File: config.mk
export PLATFORM = sky130hd
export DESIGN_NAME = buddy_page_allocator_flat
export DESIGN_NICKNAME = d
export VERILOG_FILES = /design/src/sv/bpa_pkg.sv /design/src/sv/bpa_if.sv /design/src/sv/buddy_page_allocator.sv /design/src/sv/bpa_ctrl.sv /design/src/sv/bpa_dp.sv /design/src/flat_wrapper.sv
export VERILOG_INCLUDE_DIRS = /design/src /design/src/sv
export SDC_FILE = /design/constraint.sdc
export NUM_CORES = 1
export LEC_CHECK = 0
export ABC_CLOCK_PERIOD_IN_PS = 23400
export BUFFER_PORTS_ARGS = -buffer_cell sky130_fd_sc_hd__buf_2
export CAP_MARGIN = 30
export CORE_UTILIZATION = 47
export DETAILED_ROUTE_END_ITERATION = 7
export HOLD_SLACK_MARGIN = 0.15
export PLACE_DENSITY = 0.73
export SLEW_MARGIN = 25
export SYNTH_ARGS = -nofsm -noshare
export SYNTH_HDL_FRONTEND = slang
export SYNTH_HIERARCHICAL = 1
export SYNTH_SLANG_ARGS = --single-unit
File: constraint.sdc
create_clock -name clk -period 23.4 [get_ports clk]
set_input_delay 2.34 -clock clk [delete_from_list [all_inputs] [get_ports clk]]
set_output_delay 2.34 -clock clk [all_outputs]
set_load 0.05 [all_outputs]
File: src/sv/assert_macros.svh
// assertion helpers, compiled out for synthesis
`ifndef ASSERT_MACROS_SVH
`define ASSERT_MACROS_SVH
`ifndef SYNTHESIS
`define BPA_ASSERT(name, prop, msg) \
  name: assert property (@(posedge clk) disable iff (!rst_n) prop) else $error(msg);
`define BPA_ASSERT_NEXT(name, pre, post, msg) \
  name: assert property (@(posedge clk) disable iff (!rst_n) (pre) |=> (post)) else $error(msg);
`else
`define BPA_ASSERT(name, prop, msg)
`define BPA_ASSERT_NEXT(name, pre, post, msg)
`endif
`endif

File: src/sv/bpa_pkg.sv
`timescale 1ns / 1ps
`default_nettype none
package bpa_pkg;
  localparam int SMALL_ORDER = 12;
  localparam int POOL_ORDER  = 20;
  localparam int REL_TOP     = POOL_ORDER - SMALL_ORDER;
  localparam int PAGE_W      = REL_TOP;
  localparam int NPAGES      = 1 << PAGE_W;
  localparam int ORD_W       = 4;
  localparam int OFF_W       = POOL_ORDER;
  localparam int SIZE_W      = POOL_ORDER + 1;
  localparam logic [ORD_W-1:0] ORDER_TOP  = ORD_W'(REL_TOP);
  localparam logic [ORD_W-1:0] ORDER_NONE = 4'd15;

  typedef enum logic [1:0] {
    ST_OK       = 2'd0,
    ST_BAD_SIZE = 2'd1,
    ST_NO_SPACE = 2'd2,
    ST_BAD_FREE = 2'd3
  } status_t;

  typedef enum logic [3:0] {
    OP_NONE, OP_INIT, OP_LATCH, OP_SCAN, OP_PICK, OP_SPLIT,
    OP_RDP, OP_CLRP, OP_RDB, OP_MERGE, OP_FEND
  } op_t;

  typedef struct packed {
    op_t     op;
    logic    set_st;
    status_t st;
    logic    load_out;
  } cmd_t;

  typedef struct packed {
    logic is_free;
    logic bad_size;
    logic misaligned;
    logic cnt_last;
    logic hit;
    logic k_gt_want;
    logic rd_bad;
    logic o_top;
    logic buddy_ok;
  } stat_t;
endpackage
`default_nettype wire

File: src/sv/bpa_if.sv
`timescale 1ns / 1ps
`default_nettype none
interface bpa_in_if;
  import bpa_pkg::*;
  logic              valid;
  logic              ready;
  logic              action;
  logic [SIZE_W-1:0] request_size;
  logic [OFF_W-1:0]  block_offset;
  modport source(output valid, action, request_size, block_offset, input ready);
  modport sink(input valid, action, request_size, block_offset, output ready);
endinterface

interface bpa_out_if;
  import bpa_pkg::*;
  logic             valid;
  logic             ready;
  logic [OFF_W-1:0] result_offset;
  logic [1:0]       status;
  modport source(output valid, result_offset, status, input ready);
  modport sink(input valid, result_offset, status, output ready);
endinterface
`default_nettype wire

File: src/sv/buddy_page_allocator.sv
`timescale 1ns / 1ps
`default_nettype none
// Binary buddy allocator over a 1 MiB pool of 4 KiB pages (block orders 12..20).
// Per-page block state lives in a 256 x 5 memory with one read and one write
// port. After reset a pass over all 256 pages initializes it; no item is
// taken meanwhile. An allocate scans all 256 pages, one a cycle, to find the
// lowest-address free block of the smallest fitting order, then splits one
// order a cycle until the block has the wanted order. A free reads the page,
// clears it, then merges with its buddy one order at a time while the buddy is
// free with equal order, up to the whole pool. A bad size or misaligned free is
// rejected at dispatch, any other bad free after its page is read. One item is in
// work at a time; the result register holds a finished result until it is taken.
module buddy_page_allocator (
  input  wire logic clk,
  input  wire logic rst_n,
  bpa_in_if.sink    in_if,
  bpa_out_if.source out_if
);
  import bpa_pkg::*;

  cmd_t  cmd;
  stat_t st;

  bpa_ctrl u_ctrl (
    .clk       (clk),
    .rst_n     (rst_n),
    .in_valid  (in_if.valid),
    .in_ready  (in_if.ready),
    .out_valid (out_if.valid),
    .out_ready (out_if.ready),
    .st        (st),
    .cmd       (cmd)
  );

  bpa_dp u_dp (
    .clk               (clk),
    .rst_n             (rst_n),
    .cmd               (cmd),
    .st                (st),
    .in_action         (in_if.action),
    .in_request_size   (in_if.request_size),
    .in_block_offset   (in_if.block_offset),
    .out_result_offset (out_if.result_offset),
    .out_status        (out_if.status)
  );
endmodule
`default_nettype wire

File: src/sv/bpa_ctrl.sv
`timescale 1ns / 1ps
`default_nettype none
`include "assert_macros.svh"
module bpa_ctrl (
  input  wire logic           clk,
  input  wire logic           rst_n,
  input  wire logic           in_valid,
  output logic                in_ready,
  output logic                out_valid,
  input  wire logic           out_ready,
  input  wire bpa_pkg::stat_t st,
  output bpa_pkg::cmd_t       cmd
);
  import bpa_pkg::*;

  typedef enum logic [12:0] {
    S_INIT  = 13'b0000000000001,
    S_IDLE  = 13'b0000000000010,
    S_DISP  = 13'b0000000000100,
    S_SCAN  = 13'b0000000001000,
    S_SCEND = 13'b0000000010000,
    S_PICK  = 13'b0000000100000,
    S_SPLIT = 13'b0000001000000,
    S_FRD   = 13'b0000010000000,
    S_FCHK  = 13'b0000100000000,
    S_MRD   = 13'b0001000000000,
    S_MCHK  = 13'b0010000000000,
    S_FEND  = 13'b0100000000000,
    S_DONE  = 13'b1000000000000
  } state_t;

  state_t state_r, state_nxt;
  logic   out_valid_r, out_valid_nxt;

  assign in_ready  = (state_r == S_IDLE);
  assign out_valid = out_valid_r;

  always_comb begin
    state_nxt     = state_r;
    out_valid_nxt = out_valid_r && !out_ready;
    cmd           = '{op: OP_NONE, set_st: 1'b0, st: ST_OK, load_out: 1'b0};
    case (state_r)
      S_INIT: begin
        cmd.op = OP_INIT;
        if (st.cnt_last) state_nxt = S_IDLE;
      end
      S_IDLE: begin
        if (in_valid) begin
          cmd.op    = OP_LATCH;
          state_nxt = S_DISP;
        end
      end
      S_DISP: begin
        if (!st.is_free) begin
          if (st.bad_size) begin
            cmd.set_st = 1'b1;
            cmd.st     = ST_BAD_SIZE;
            state_nxt  = S_DONE;
          end else begin
            state_nxt = S_SCAN;
          end
        end else if (st.misaligned) begin
          cmd.set_st = 1'b1;
          cmd.st     = ST_BAD_FREE;
          state_nxt  = S_DONE;
        end else begin
          state_nxt = S_FRD;
        end
      end
      S_SCAN: begin
        cmd.op = OP_SCAN;
        if (st.cnt_last) state_nxt = S_SCEND;
      end
      S_SCEND: state_nxt = S_PICK;
      S_PICK: begin
        if (!st.hit) begin
          cmd.set_st = 1'b1;
          cmd.st     = ST_NO_SPACE;
          state_nxt  = S_DONE;
        end else begin
          cmd.op    = OP_PICK;
          state_nxt = S_SPLIT;
        end
      end
      S_SPLIT: begin
        cmd.op = OP_SPLIT;
        if (!st.k_gt_want) begin
          cmd.set_st = 1'b1;
          cmd.st     = ST_OK;
          state_nxt  = S_DONE;
        end
      end
      S_FRD: begin
        cmd.op    = OP_RDP;
        state_nxt = S_FCHK;
      end
      S_FCHK: begin
        if (st.rd_bad) begin
          cmd.set_st = 1'b1;
          cmd.st     = ST_BAD_FREE;
          state_nxt  = S_DONE;
        end else begin
          cmd.op    = OP_CLRP;
          state_nxt = S_MRD;
        end
      end
      S_MRD: begin
        if (st.o_top) begin
          state_nxt = S_FEND;
        end else begin
          cmd.op    = OP_RDB;
          state_nxt = S_MCHK;
        end
      end
      S_MCHK: begin
        if (st.buddy_ok) begin
          cmd.op    = OP_MERGE;
          state_nxt = S_MRD;
        end else begin
          state_nxt = S_FEND;
        end
      end
      S_FEND: begin
        cmd.op     = OP_FEND;
        cmd.set_st = 1'b1;
        cmd.st     = ST_OK;
        state_nxt  = S_DONE;
      end
      S_DONE: begin
        if (!out_valid_r || out_ready) begin
          cmd.load_out  = 1'b1;
          out_valid_nxt = 1'b1;
          state_nxt     = S_IDLE;
        end
      end
      default: state_nxt = S_IDLE;
    endcase
  end

  always_ff @(posedge clk) begin
    if (!rst_n) begin
      state_r     <= S_INIT;
      out_valid_r <= 1'b0;
    end else begin
      state_r     <= state_nxt;
      out_valid_r <= out_valid_nxt;
    end
  end

  `BPA_ASSERT_NEXT(a_accept_busy, in_valid && in_ready, !in_ready, "ready after accept")
  `BPA_ASSERT_NEXT(a_done_shows, cmd.load_out, out_valid, "result not presented")
  `BPA_ASSERT(a_st_to_done, !cmd.set_st || state_nxt == S_DONE, "status set outside finish")
endmodule
`default_nettype wire

File: src/sv/bpa_dp.sv
`timescale 1ns / 1ps
`default_nettype none
module bpa_dp (
  input  wire logic                      clk,
  input  wire logic                      rst_n,
  input  wire bpa_pkg::cmd_t             cmd,
  output bpa_pkg::stat_t                 st,
  input  wire logic                      in_action,
  input  wire logic [bpa_pkg::SIZE_W-1:0] in_request_size,
  input  wire logic [bpa_pkg::OFF_W-1:0]  in_block_offset,
  output logic [bpa_pkg::OFF_W-1:0]      out_result_offset,
  output logic [1:0]                     out_status
);
  import bpa_pkg::*;

  // entry: {free, order}; order 15 means the page heads no block
  logic [ORD_W:0]    mem [NPAGES];
  logic [ORD_W:0]    rd_q_r;
  logic              wr_en, rd_en;
  logic [PAGE_W-1:0] wr_addr, rd_addr;
  logic [ORD_W:0]    wr_data;

  logic [PAGE_W-1:0] cnt_r, p_r, best_r, pend_page_r;
  logic [ORD_W-1:0]  want_r, k_r, o_r, best_ord_r;
  logic              action_r, bad_size_r, misal_r, hit_r, pend_r;
  status_t           res_st_r;
  logic [OFF_W-1:0]  res_off_r, out_off_r;
  logic [1:0]        out_st_r;

  logic [OFF_W-1:0]  size_m1;
  logic [ORD_W-1:0]  want_c, k_dec, q_ord;
  logic [PAGE_W-1:0] buddy;
  logic              q_free, eval_take;

  function automatic logic [ORD_W-1:0] bitlen(input logic [PAGE_W-1:0] v);
    logic [ORD_W-1:0] n;
    n = '0;
    for (int i = 0; i < PAGE_W; i++) begin
      if (v[i]) n = ORD_W'(i + 1);
    end
    return n;
  endfunction

  assign size_m1 = OFF_W'(in_request_size - SIZE_W'(1));
  assign want_c  = bitlen(size_m1[OFF_W-1:SMALL_ORDER]);
  assign k_dec   = k_r - ORD_W'(1);
  assign buddy   = p_r ^ (PAGE_W'(1) << o_r);
  assign q_ord   = rd_q_r[ORD_W-1:0];
  assign q_free  = rd_q_r[ORD_W];

  // scan keeps the first free block of the smallest fitting order
  assign eval_take = pend_r && q_free && (q_ord <= ORDER_TOP) && (q_ord >= want_r)
                     && (!hit_r || q_ord < best_ord_r);

  always_comb begin
    wr_en   = 1'b0;
    wr_addr = p_r;
    wr_data = {1'b0, ORDER_NONE};
    rd_en   = 1'b0;
    rd_addr = p_r;
    case (cmd.op)
      OP_INIT: begin
        wr_en   = 1'b1;
        wr_addr = cnt_r;
        wr_data = (cnt_r == '0) ? {1'b1, ORDER_TOP} : {1'b0, ORDER_NONE};
      end
      OP_SCAN: begin
        rd_en   = 1'b1;
        rd_addr = cnt_r;
      end
      OP_SPLIT: begin
        wr_en = 1'b1;
        if (k_r > want_r) begin
          wr_addr = best_r + (PAGE_W'(1) << k_dec);
          wr_data = {1'b1, k_dec};
        end else begin
          wr_addr = best_r;
          wr_data = {1'b0, want_r};
        end
      end
      OP_RDP: rd_en = 1'b1;
      OP_CLRP: wr_en = 1'b1;
      OP_RDB: begin
        rd_en   = 1'b1;
        rd_addr = buddy;
      end
      OP_MERGE: begin
        wr_en   = 1'b1;
        wr_addr = buddy;
      end
      OP_FEND: begin
        wr_en   = 1'b1;
        wr_data = {1'b1, o_r};
      end
      default: ;
    endcase
  end

  always_ff @(posedge clk) begin
    if (wr_en) mem[wr_addr] <= wr_data;
    if (rd_en) rd_q_r <= mem[rd_addr];
  end

  always_ff @(posedge clk) begin
    if (!rst_n) begin
      cnt_r  <= '0;
      pend_r <= 1'b0;
      hit_r  <= 1'b0;
    end else begin
      pend_r <= (cmd.op == OP_SCAN);
      if (cmd.op == OP_INIT || cmd.op == OP_SCAN) cnt_r <= cnt_r + PAGE_W'(1);
      if (cmd.op == OP_LATCH) hit_r <= 1'b0;
      else if (eval_take) hit_r <= 1'b1;
    end
  end

  always_ff @(posedge clk) begin
    pend_page_r <= cnt_r;
    if (eval_take) begin
      best_r     <= pend_page_r;
      best_ord_r <= q_ord;
    end
    case (cmd.op)
      OP_LATCH: begin
        action_r   <= in_action;
        want_r     <= want_c;
        p_r        <= in_block_offset[OFF_W-1:SMALL_ORDER];
        bad_size_r <= (in_request_size == '0) ||
                      (in_request_size[SIZE_W-1] && in_request_size[OFF_W-1:0] != '0);
        misal_r    <= (in_block_offset[SMALL_ORDER-1:0] != '0);
      end
      OP_PICK: k_r <= best_ord_r;
      OP_SPLIT: if (k_r > want_r) k_r <= k_dec;
      OP_CLRP: o_r <= q_ord;
      OP_MERGE: begin
        o_r <= o_r + ORD_W'(1);
        if (buddy < p_r) p_r <= buddy;
      end
      default: ;
    endcase
    if (cmd.set_st) begin
      res_st_r  <= cmd.st;
      res_off_r <= (cmd.st == ST_OK && !action_r) ? {best_r, {SMALL_ORDER{1'b0}}} : '0;
    end
    if (cmd.load_out) begin
      out_off_r <= res_off_r;
      out_st_r  <= res_st_r;
    end
  end

  assign out_result_offset = out_off_r;
  assign out_status        = out_st_r;

  always_comb begin
    st.is_free    = action_r;
    st.bad_size   = bad_size_r;
    st.misaligned = misal_r;
    st.cnt_last   = (cnt_r == {PAGE_W{1'b1}});
    st.hit        = hit_r;
    st.k_gt_want  = (k_r > want_r);
    st.rd_bad     = (q_ord > ORDER_TOP) || q_free;
    st.o_top      = (o_r == ORDER_TOP);
    st.buddy_ok   = (q_ord == o_r) && q_free;
  end
endmodule
`default_nettype wire
File: src/flat_wrapper.sv
// flat-port wrapper written by rule: the top's interface ports become plain ports
module buddy_page_allocator_flat import bpa_pkg::*;
  (clk, rst_n, in_if_valid, in_if_action, in_if_request_size, in_if_block_offset, in_if_ready, out_if_valid, out_if_result_offset, out_if_status, out_if_ready);
  bpa_in_if in_if_i ();
  bpa_out_if out_if_i ();
  input  wire logic clk;
  input  wire logic rst_n;
  input wire logic [$bits(in_if_i.valid)-1:0] in_if_valid;
  input wire logic [$bits(in_if_i.action)-1:0] in_if_action;
  input wire logic [$bits(in_if_i.request_size)-1:0] in_if_request_size;
  input wire logic [$bits(in_if_i.block_offset)-1:0] in_if_block_offset;
  output wire logic [$bits(in_if_i.ready)-1:0] in_if_ready;
  output wire logic [$bits(out_if_i.valid)-1:0] out_if_valid;
  output wire logic [$bits(out_if_i.result_offset)-1:0] out_if_result_offset;
  output wire logic [$bits(out_if_i.status)-1:0] out_if_status;
  input wire logic [$bits(out_if_i.ready)-1:0] out_if_ready;
  assign in_if_i.valid = in_if_valid;
  assign in_if_i.action = in_if_action;
  assign in_if_i.request_size = in_if_request_size;
  assign in_if_i.block_offset = in_if_block_offset;
  assign in_if_ready = in_if_i.ready;
  assign out_if_valid = out_if_i.valid;
  assign out_if_result_offset = out_if_i.result_offset;
  assign out_if_status = out_if_i.status;
  assign out_if_i.ready = out_if_ready;
  buddy_page_allocator u_core (.clk(clk), .rst_n(rst_n), .in_if(in_if_i), .out_if(out_if_i));
endmodule
==> run summary, run 1 <==
status - finished, final reports clean
largest net degree at the start of global routing - 257
Min Hold Slack - 0.404 ns
io pins - 70
final WL - 145 mm
Clk pwr share - 0.348
Synth Warn # - 6
Post-CTS Resized - 0
GRT overflow - 0
RSZ-0062 raised after global routing - false
CTS hold repair buffers - 0
worst hold path type - reg -> reg
Via density - 6.35
row count - 127
max-slew violations - 0
IR drop worst, VDD - 0.000118 V
drt pass-1 iters - 6
Area Growth Syn to Fin - 11.6%
Syn Area/Cell - 16.5 um2
clock-pin slew on the worst setup and hold paths - 0.06 ns
hold depth - 0
hold wc startpoint - u_core/u_dp/pend_page_r[0]
Sw Ratio - 0.277
Pint - 0.00452 W
Die Y - 351 um
Synth cell types - 97
minimum clock period - 7.35 ns
Top FF cell, synth - edfxtp_1
port bufs - 57
Detailed Place HPWL - 85.2 mm
Setup Fix Bufs, Post-CTS - 0
worst slew pin tran - 1.07 ns
Synth async-reset ratio - 0
Synth Instances - 3477
Root Buffer - clkbuf_16
CTS Buffer Depth - 3
Post-synth EDFFs - 1340
Worst R2R Start - u_core/u_ctrl/state_r[0]
share of Yosys cell area claimed by the top area cell type - 0.702
nets@finish - 3610
Hold Path Sink - u_core/u_dp/best_r[0]
H-tree levels - 4
fraction of layout cells with a size suffix above 1 - 0.188
top cells by area, synth - edfxtp_1, mux4_2, nand2_1
Max FO, Critical Path - 118
PD cells - 97.9 nW/um2
initial drt markers - 4276
via count - 33300
flop-to-flop setup slack - 16.10 ns
total track usage - 0.235
crit path kind - in -> reg
Pleak - 20.8 nW
sequential group share of total power - 0.492
Rel. slew slack - 0.286
CP endpoint kind - register
sequential area share after synthesis - 0.713
Initial Utilization - 0.476
Skew-Pair Late Insertion Delay - 0.77 ns
core footprint - 120000 um2
Area after DPL - 59200 um2
Setup TNS Final - 0 ns
Reg2Reg Depth - 13
wire length per cell - 27.6 um
CTS buffer count - 138
Sw Pwr - 0.00173 W
capture point of the worst reg-to-reg path - u_core/u_dp/mem[226][1]
final count of negative-setup-slack endpoints - 0
Worst EP arrival - 7.84 ns
Synth area leader - edfxtp_1
vias in the first global route - 32500
fin area - 63900 um2
Synth Cell Area - 57300 um2
Die X - 351 um
initial antenna violation count - 2
TritonCTS clock tree - built
Final period util - 0.314
startpoint types - primary input
maxcap violations - 0
Setup Skew - 0.0288 ns
Max Fclk - 0.136 GHz
Routed Antenna Nets - 0
Comb power frac - 0.160
WP data required - 23.89 ns
DRC errors left - 0
Synth Register Bits - 1372
TritonCTS sink count - 1372
Final Hold Vio Count - 0
die area - 123000 um2
global placement routability congestion - 0.895
first-pass GRT wire length - 213 mm
==> critical path: stages <==
cell	delay, ns
buf_2	0.12
a211o_1	0.48
or4b_1	0.80
and3_4	0.29
nor2_4	0.09
buf_12	0.56
buf_12	0.57
buf_4	0.60
mux4_1	0.64
mux2i_1	0.27
a22oi_1	0.18
o211ai_1	0.12
nor3_1	0.08
or4_1	0.40
==> metal layers <==
| metal | routed length (um) | part of all wire | vias up | GRT usage |
|---|---|---|---|---|
| li1 | - | - | 14000 | - |
| met1 | 54000 | 0.37 | 16800 | 0.310 |
| met2 | 68600 | 0.47 | 2122 | 0.372 |
| met3 | 15800 | 0.11 | 339 | 0.0541 |
| met4 | 6260 | 0.043 | 2 | 0.105 |
| met5 | 12 | 0.000083 | - | 0 |
==> synthesized netlist by cell type (19+ instances only) <==
| master | instances |
|---|---|
| dfxtp_1 | 32 |
| inv_1 | 39 |
| clkbuf_1 | 117 |
| a311oi_1 | 23 |
| o22ai_1 | 58 |
| buf_2 | 67 |
| and3_1 | 20 |
| a22oi_1 | 19 |
| nand2_1 | 396 |
| mux4_2 | 224 |
| and2_1 | 20 |
| nor3_1 | 218 |
| a21oi_1 | 96 |
| mux2i_1 | 40 |
| nand3_1 | 147 |
| mux4_1 | 23 |
| ha_1 | 35 |
| o21ai_0 | 37 |
| nor2_1 | 47 |
| edfxtp_1 | 1340 |
| a211oi_1 | 19 |
| nand4_1 | 37 |
| buf_4 | 26 |
| nor4_1 | 90 |
==> through the flow <==
step                      power [W]  setup WS (ns)  cells  utilization
after floorplan             0.00386           7.40   3488            -
after global placement      0.00405          15.27   4960        0.489
after detailed placement    0.00409          15.26   4985        0.491
after CTS                   0.00625          16.05   5232        0.528
after global routing        0.00642          15.71   5247        0.531
final                       0.00626          16.05   5250        0.531
==> power groups by stage <==
stage	sequential [W]	combinational (W)	clock (W)
after global placement	0.00313	0.000915	0
after CTS	0.00308	0.000962	0.00220
after detailed placement	0.00313	0.000958	0
final	0.00308	0.00100	0.00218
after floorplan	0.00332	0.000544	0
after global routing	0.00308	0.00105	0.00229
==> sequential cells by signal, indices dropped and copies added (netlist names) <==
register and flops:
u_core/u_dp/pend_r 1, u_core/u_dp/bad_size_r 1, u_core/u_dp/action_r 1, u_core/u_dp/res_st_r 2
u_core/u_dp/rd_q_r 5, u_core/u_dp/res_off_r 8, u_core/u_ctrl/out_valid 1, u_core/u_dp/mem 1280
u_core/u_dp/hit_r 1, u_core/u_dp/best_ord_r 4, u_core/u_dp/cnt_r 8, u_core/u_ctrl/state_r 13
u_core/u_dp/out_status 2, u_core/u_dp/misal_r 1, u_core/u_dp/o_r 4, u_core/u_dp/pend_page_r 8
u_core/u_dp/want_r 4, u_core/u_dp/p_r 8, u_core/u_dp/best_r 8, u_core/u_dp/k_r 4
u_core/u_dp/out_result_offset 8
==> final cells by class <==
class / instances / area [um2]
antenna: 3 / 7.51
clock inverter: 77 / 793
inverter: 42 / 158
fill: 9340 / 56500
sequential: 1372 / 40900
timing repair buffer: 163 / 1210
multi-input combinational: 1811 / 15200
clock buffer: 170 / 3660
tap: 1612 / 2020
==> cells by family (layout without fill, tap and decap cells) <==
family | count (synthesis) | after routing | share of synthesized area
buffers and inverters | 305 | 452 | 0.0303
AOI/OAI and AO/OA | 356 | 356 | 0.0418
and+or+nand+nor | 1088 | 1088 | 0.0958
xor gates and xnor gates | 29 | 29 | 0.00443
other | 1 | 15 | 0.0000654
DFF | 1372 | 1372 | 0.713
adders and majority gates | 36 | 36 | 0.00799
muxes | 290 | 290 | 0.106
==> placed cells by master (no fill, tap or decap), types with 39 or more instances in the layout <==
master,synthesis,routed
inv_1,39,39
nand3_1,147,143
nor3_1,218,217
mux4_2,224,224
nor4_2,0,43
nand2_1,396,390
edfxtp_1,1340,1340
mux2i_1,40,40
a21oi_1,96,95
nor2_1,47,47
nor4_1,90,47
buf_2,67,72
o22ai_1,58,58
buf_4,26,58
clkbuf_16,0,142
==> worst max-delay path by stage <==
stage,startpoint,end,cells after the start
finish,in_if_valid,u_core/u_dp/rd_q_r[3],14
global route,in_if_valid,u_core/u_dp/rd_q_r[3],14
CTS,in_if_valid,u_core/u_dp/rd_q_r[3],14
detailed placement,in_if_valid,u_core/u_dp/rd_q_r[3],14
global placement,in_if_valid,u_core/u_dp/rd_q_r[3],14
floorplan,in_if_valid,u_core/u_dp/mem[0][4],6
(Power assumes the default switching activity.)
==> inputs of run 2 (changes only) <==
Settings changed: ABC_CLOCK_PERIOD_IN_PS 23400 to 6000, PLACE_DENSITY 0.73 to 0.76.
Clock period 23.4 ns to 6 ns, I/O delays scaled along.
==> run 2 against run 1 <==
  * Design area is 1.5% higher
  * Hold slack worse by 0.20 ns
  * Via count up 2.2%
  * Register-to-register slack worse by 16 ns
  * Total power grew to 3.9 times the previous value
  * Sequential power increased to 3.9 times the previous value
  * Die area is the same
  * Global-route usage grew 0.55 points
  * First-iteration DRC count grew 21%
  * Clock skew up 0.011 ns
  * Worst setup slack worse by 16 ns
  * Critical path depth is 1 lower
==> run summary, run 2 (same netlist as run 1, synthesis figures left out) <==
Biggest register - u_core/u_dp/mem
hold wc startpoint - in_if_valid
Initial Utilization - 0.476 (unchanged)
Max FO, Critical Path - 55 (-53%)
Worst EP arrival - 6.32 ns (-1.52 ns)
io pins - 70 (unchanged)
Sw Pwr - 0.00677 W (+290%)
final count of negative-setup-slack endpoints - 0 (unchanged)
biggest regs - u_core/u_dp/mem (1280), u_core/u_ctrl/state_r (13)
startpoint types - register
Detailed Place HPWL - 91.8 mm (+7.7%)
critical-path cell list - or3_1 > or4_4 > o221ai_2 > or4b_1 > and3_4 > nor2_4 > buf_16 > mux4_1 > mux2i_1 > a22o_1 > a21oi_1 > and3_1 > or4_1
layout filler cell count - 9180 (-1.7%)
global placement routability congestion - 0.938 (+4.9%)
Final period util - 0.980
non-filler cells, final - 5384 (+2.6%)
Max Fclk - 0.170 GHz
Reg2Reg Depth - 13 (unchanged)
status - finished, final reports clean
most frequent cells in the layout - edfxtp_1, nand2_1, mux4_2
total track usage - 0.240 (+0.00548)
CP endpoint kind - register
Worst R2R Start - u_core/u_ctrl/state_r[10]
worst slew pin tran - 1.03 ns (-0.0407 ns)
Pleak - 21.5 nW (+3.3%)
row count - 127 (unchanged)
Setup TNS Final - 0 ns (unchanged)
critical path depth - 13 (-1)
max-slew violations - 0 (unchanged)
met1 global-route usage - 0.320 (+0.00974)
CTS Buffer Depth - 3 (unchanged)
minimum clock period - 5.88 ns
TritonCTS sink count - 1372 (unchanged)
Die Y - 351 um (unchanged)
drt pass-1 iters - 6 (unchanged)
Area after DPL - 60400 um2 (+2.0%)
CTS buffer count - 137 (-0.72%)
Pint - 0.0174 W (+290%)
initial antenna violation count - 2 (unchanged)
Rel. slew slack - 0.307 (+0.0208)
fin area - 64900 um2 (+1.5%)
Skew-Pair Late Insertion Delay - 0.76 ns (about the same)
GRT overflow - 0 (unchanged)
Crit-path slowest cell - or4b_1
Top Usage Layer GRT - met2
routing usage on met2 - 0.371 (-0.000523)
CP delay by family, top - simple AND/OR/NAND/NOR gates
WP data required - 6.44 ns (-17.45 ns)
max FFs per register - 1280 (unchanged)
M3 GR Usage - 0.0570 (+0.00280)
Via density - 6.32 (-0.38%)
largest net degree at the start of global routing - 257 (unchanged)
DP Worst Slack - 0.190 ns (-15.07 ns)
fraction of layout cells with a size suffix above 1 - 0.206 (+0.0179)
Root Buffer - clkbuf_16
capture point of the worst reg-to-reg path - u_core/u_dp/rd_q_r[3]
Comb power frac - 0.170 (+0.010)
crit-path max cell delay - 0.72 ns (-0.08 ns)
Crit. Startpoint - u_core/u_ctrl/state_r[10]
placed cell count - 5124 (+2.8%)
slack of the critical path - 0.120 ns (-15.93 ns)
Sw Ratio - 0.280 (+0.00245)
DRC errors left - 0 (unchanged)
Area Growth Syn to Fin - 13.3%
IR drop worst, VDD - 0.000423 V (+260%)
flop-to-flop setup slack - 0.12 ns (-15.98 ns)
Clk pwr share - 0.335 (-0.013)
Buf+Inv Stages, Crit Path - 1 (-3)
die area - 123000 um2 (unchanged)
Setup crit end - u_core/u_dp/rd_q_r[3]
final WL - 147 mm (+1.8%)
Die X - 351 um (unchanged)
H-tree levels - 4 (unchanged)
most common cell after layout, fill and taps aside - edfxtp_1
core footprint - 120000 um2 (unchanged)
initial drt markers - 5172 (+21%)
clock-pin slew on the worst setup and hold paths - 0.06 ns (about the same)
PnR Total Power - 0.0242 W (+290%)
sequential group share of total power - 0.495 (+0.003)
via count - 34000 (+2.2%)
port bufs - 57 (unchanged)
Final Hold Vio Count - 0 (unchanged)
nets@finish - 3752 (+3.9%)
wire length per cell - 27.4 um (-0.69%)
worst hold path type - in -> reg
Routed Antenna Nets - 0 (unchanged)
TritonCTS clock tree - built
vias in the first global route - 33100 (+1.7%)
Setup Fix Bufs, Post-CTS - 0 (unchanged)
RSZ-0062 raised after global routing - false
Setup Skew - 0.0401 ns (+0.0112 ns)
crit path kind - reg -> reg
PD cells - 373 nW/um2 (+280%)
first-pass GRT wire length - 217 mm (+1.8%)
maxcap violations - 0 (unchanged)
run 2: layout make-up:
type	count	area [um2]	share of cell area
flip-flops and latches	1372	40900	0.630
multi-input cells	1811	15000	0.231
clock buffers	167	3630	0.0559
repair buffers	306	2590	0.0399
well taps	1612	2020	0.0311
clock inverters	73	606	0.00933
inverters	42	158	0.00243
diodes	1	2.50	0.0000386
run 2: worst min path at each step:
stage | slack, ns | cells past startpoint | to
floorplan | 0.33 | 0 | u_core/u_dp/pend_page_r[2]
global placement | 0.39 | 0 | u_core/u_dp/best_r[3]
detailed placement | 0.39 | 0 | u_core/u_dp/best_r[0]
CTS | 0.16 | 3 | u_core/u_ctrl/state_r[1]
global route | 0.21 | 3 | u_core/u_dp/p_r[6]
finish | 0.21 | 3 | u_core/u_ctrl/state_r[1]
run 2: power by group through the flow:
stage	logic [W]	registers, W	clock network (W)
4_1_cts	0.00398	0.0120	0.00820
5_1_grt	0.00428	0.0120	0.00854
2_1_floorplan	0.00215	0.0124	0
6_report	0.00411	0.0120	0.00811
3_5_place_dp	0.00396	0.0122	0
3_3_place_gp	0.00381	0.0122	0
run 2: metal layers:
layer	up-vias	share of wire	routed length, um
met5	-	0.00028	41
met1	16900	0.36	52600
li1	14300	-	-
met3	458	0.13	18600
met2	2381	0.46	68400
met4	6	0.052	7660
run 2: metrics by stage:
stage          utilization  hold WS (ns)
3_5_place_dp         0.501         0.389
2_1_floorplan            -         0.329
4_1_cts              0.538         0.160
3_3_place_gp         0.500         0.386
6_report             0.539         0.205
5_1_grt              0.539         0.209
run 2: tightest hold or removal path: cells and delay by family:
kind,cells,cell delay (ns)
simple gates,1,0.11
buf+inv,1,0.12
compound gates,1,0.06
run 2: repair_timing:
item | in CTS | in global routing
endpoints found under the hold margin | 9 | 0
resized for setup | 0 | 4
endpoints found under the setup margin | 0 | 6
hold buffers | 11 | 0
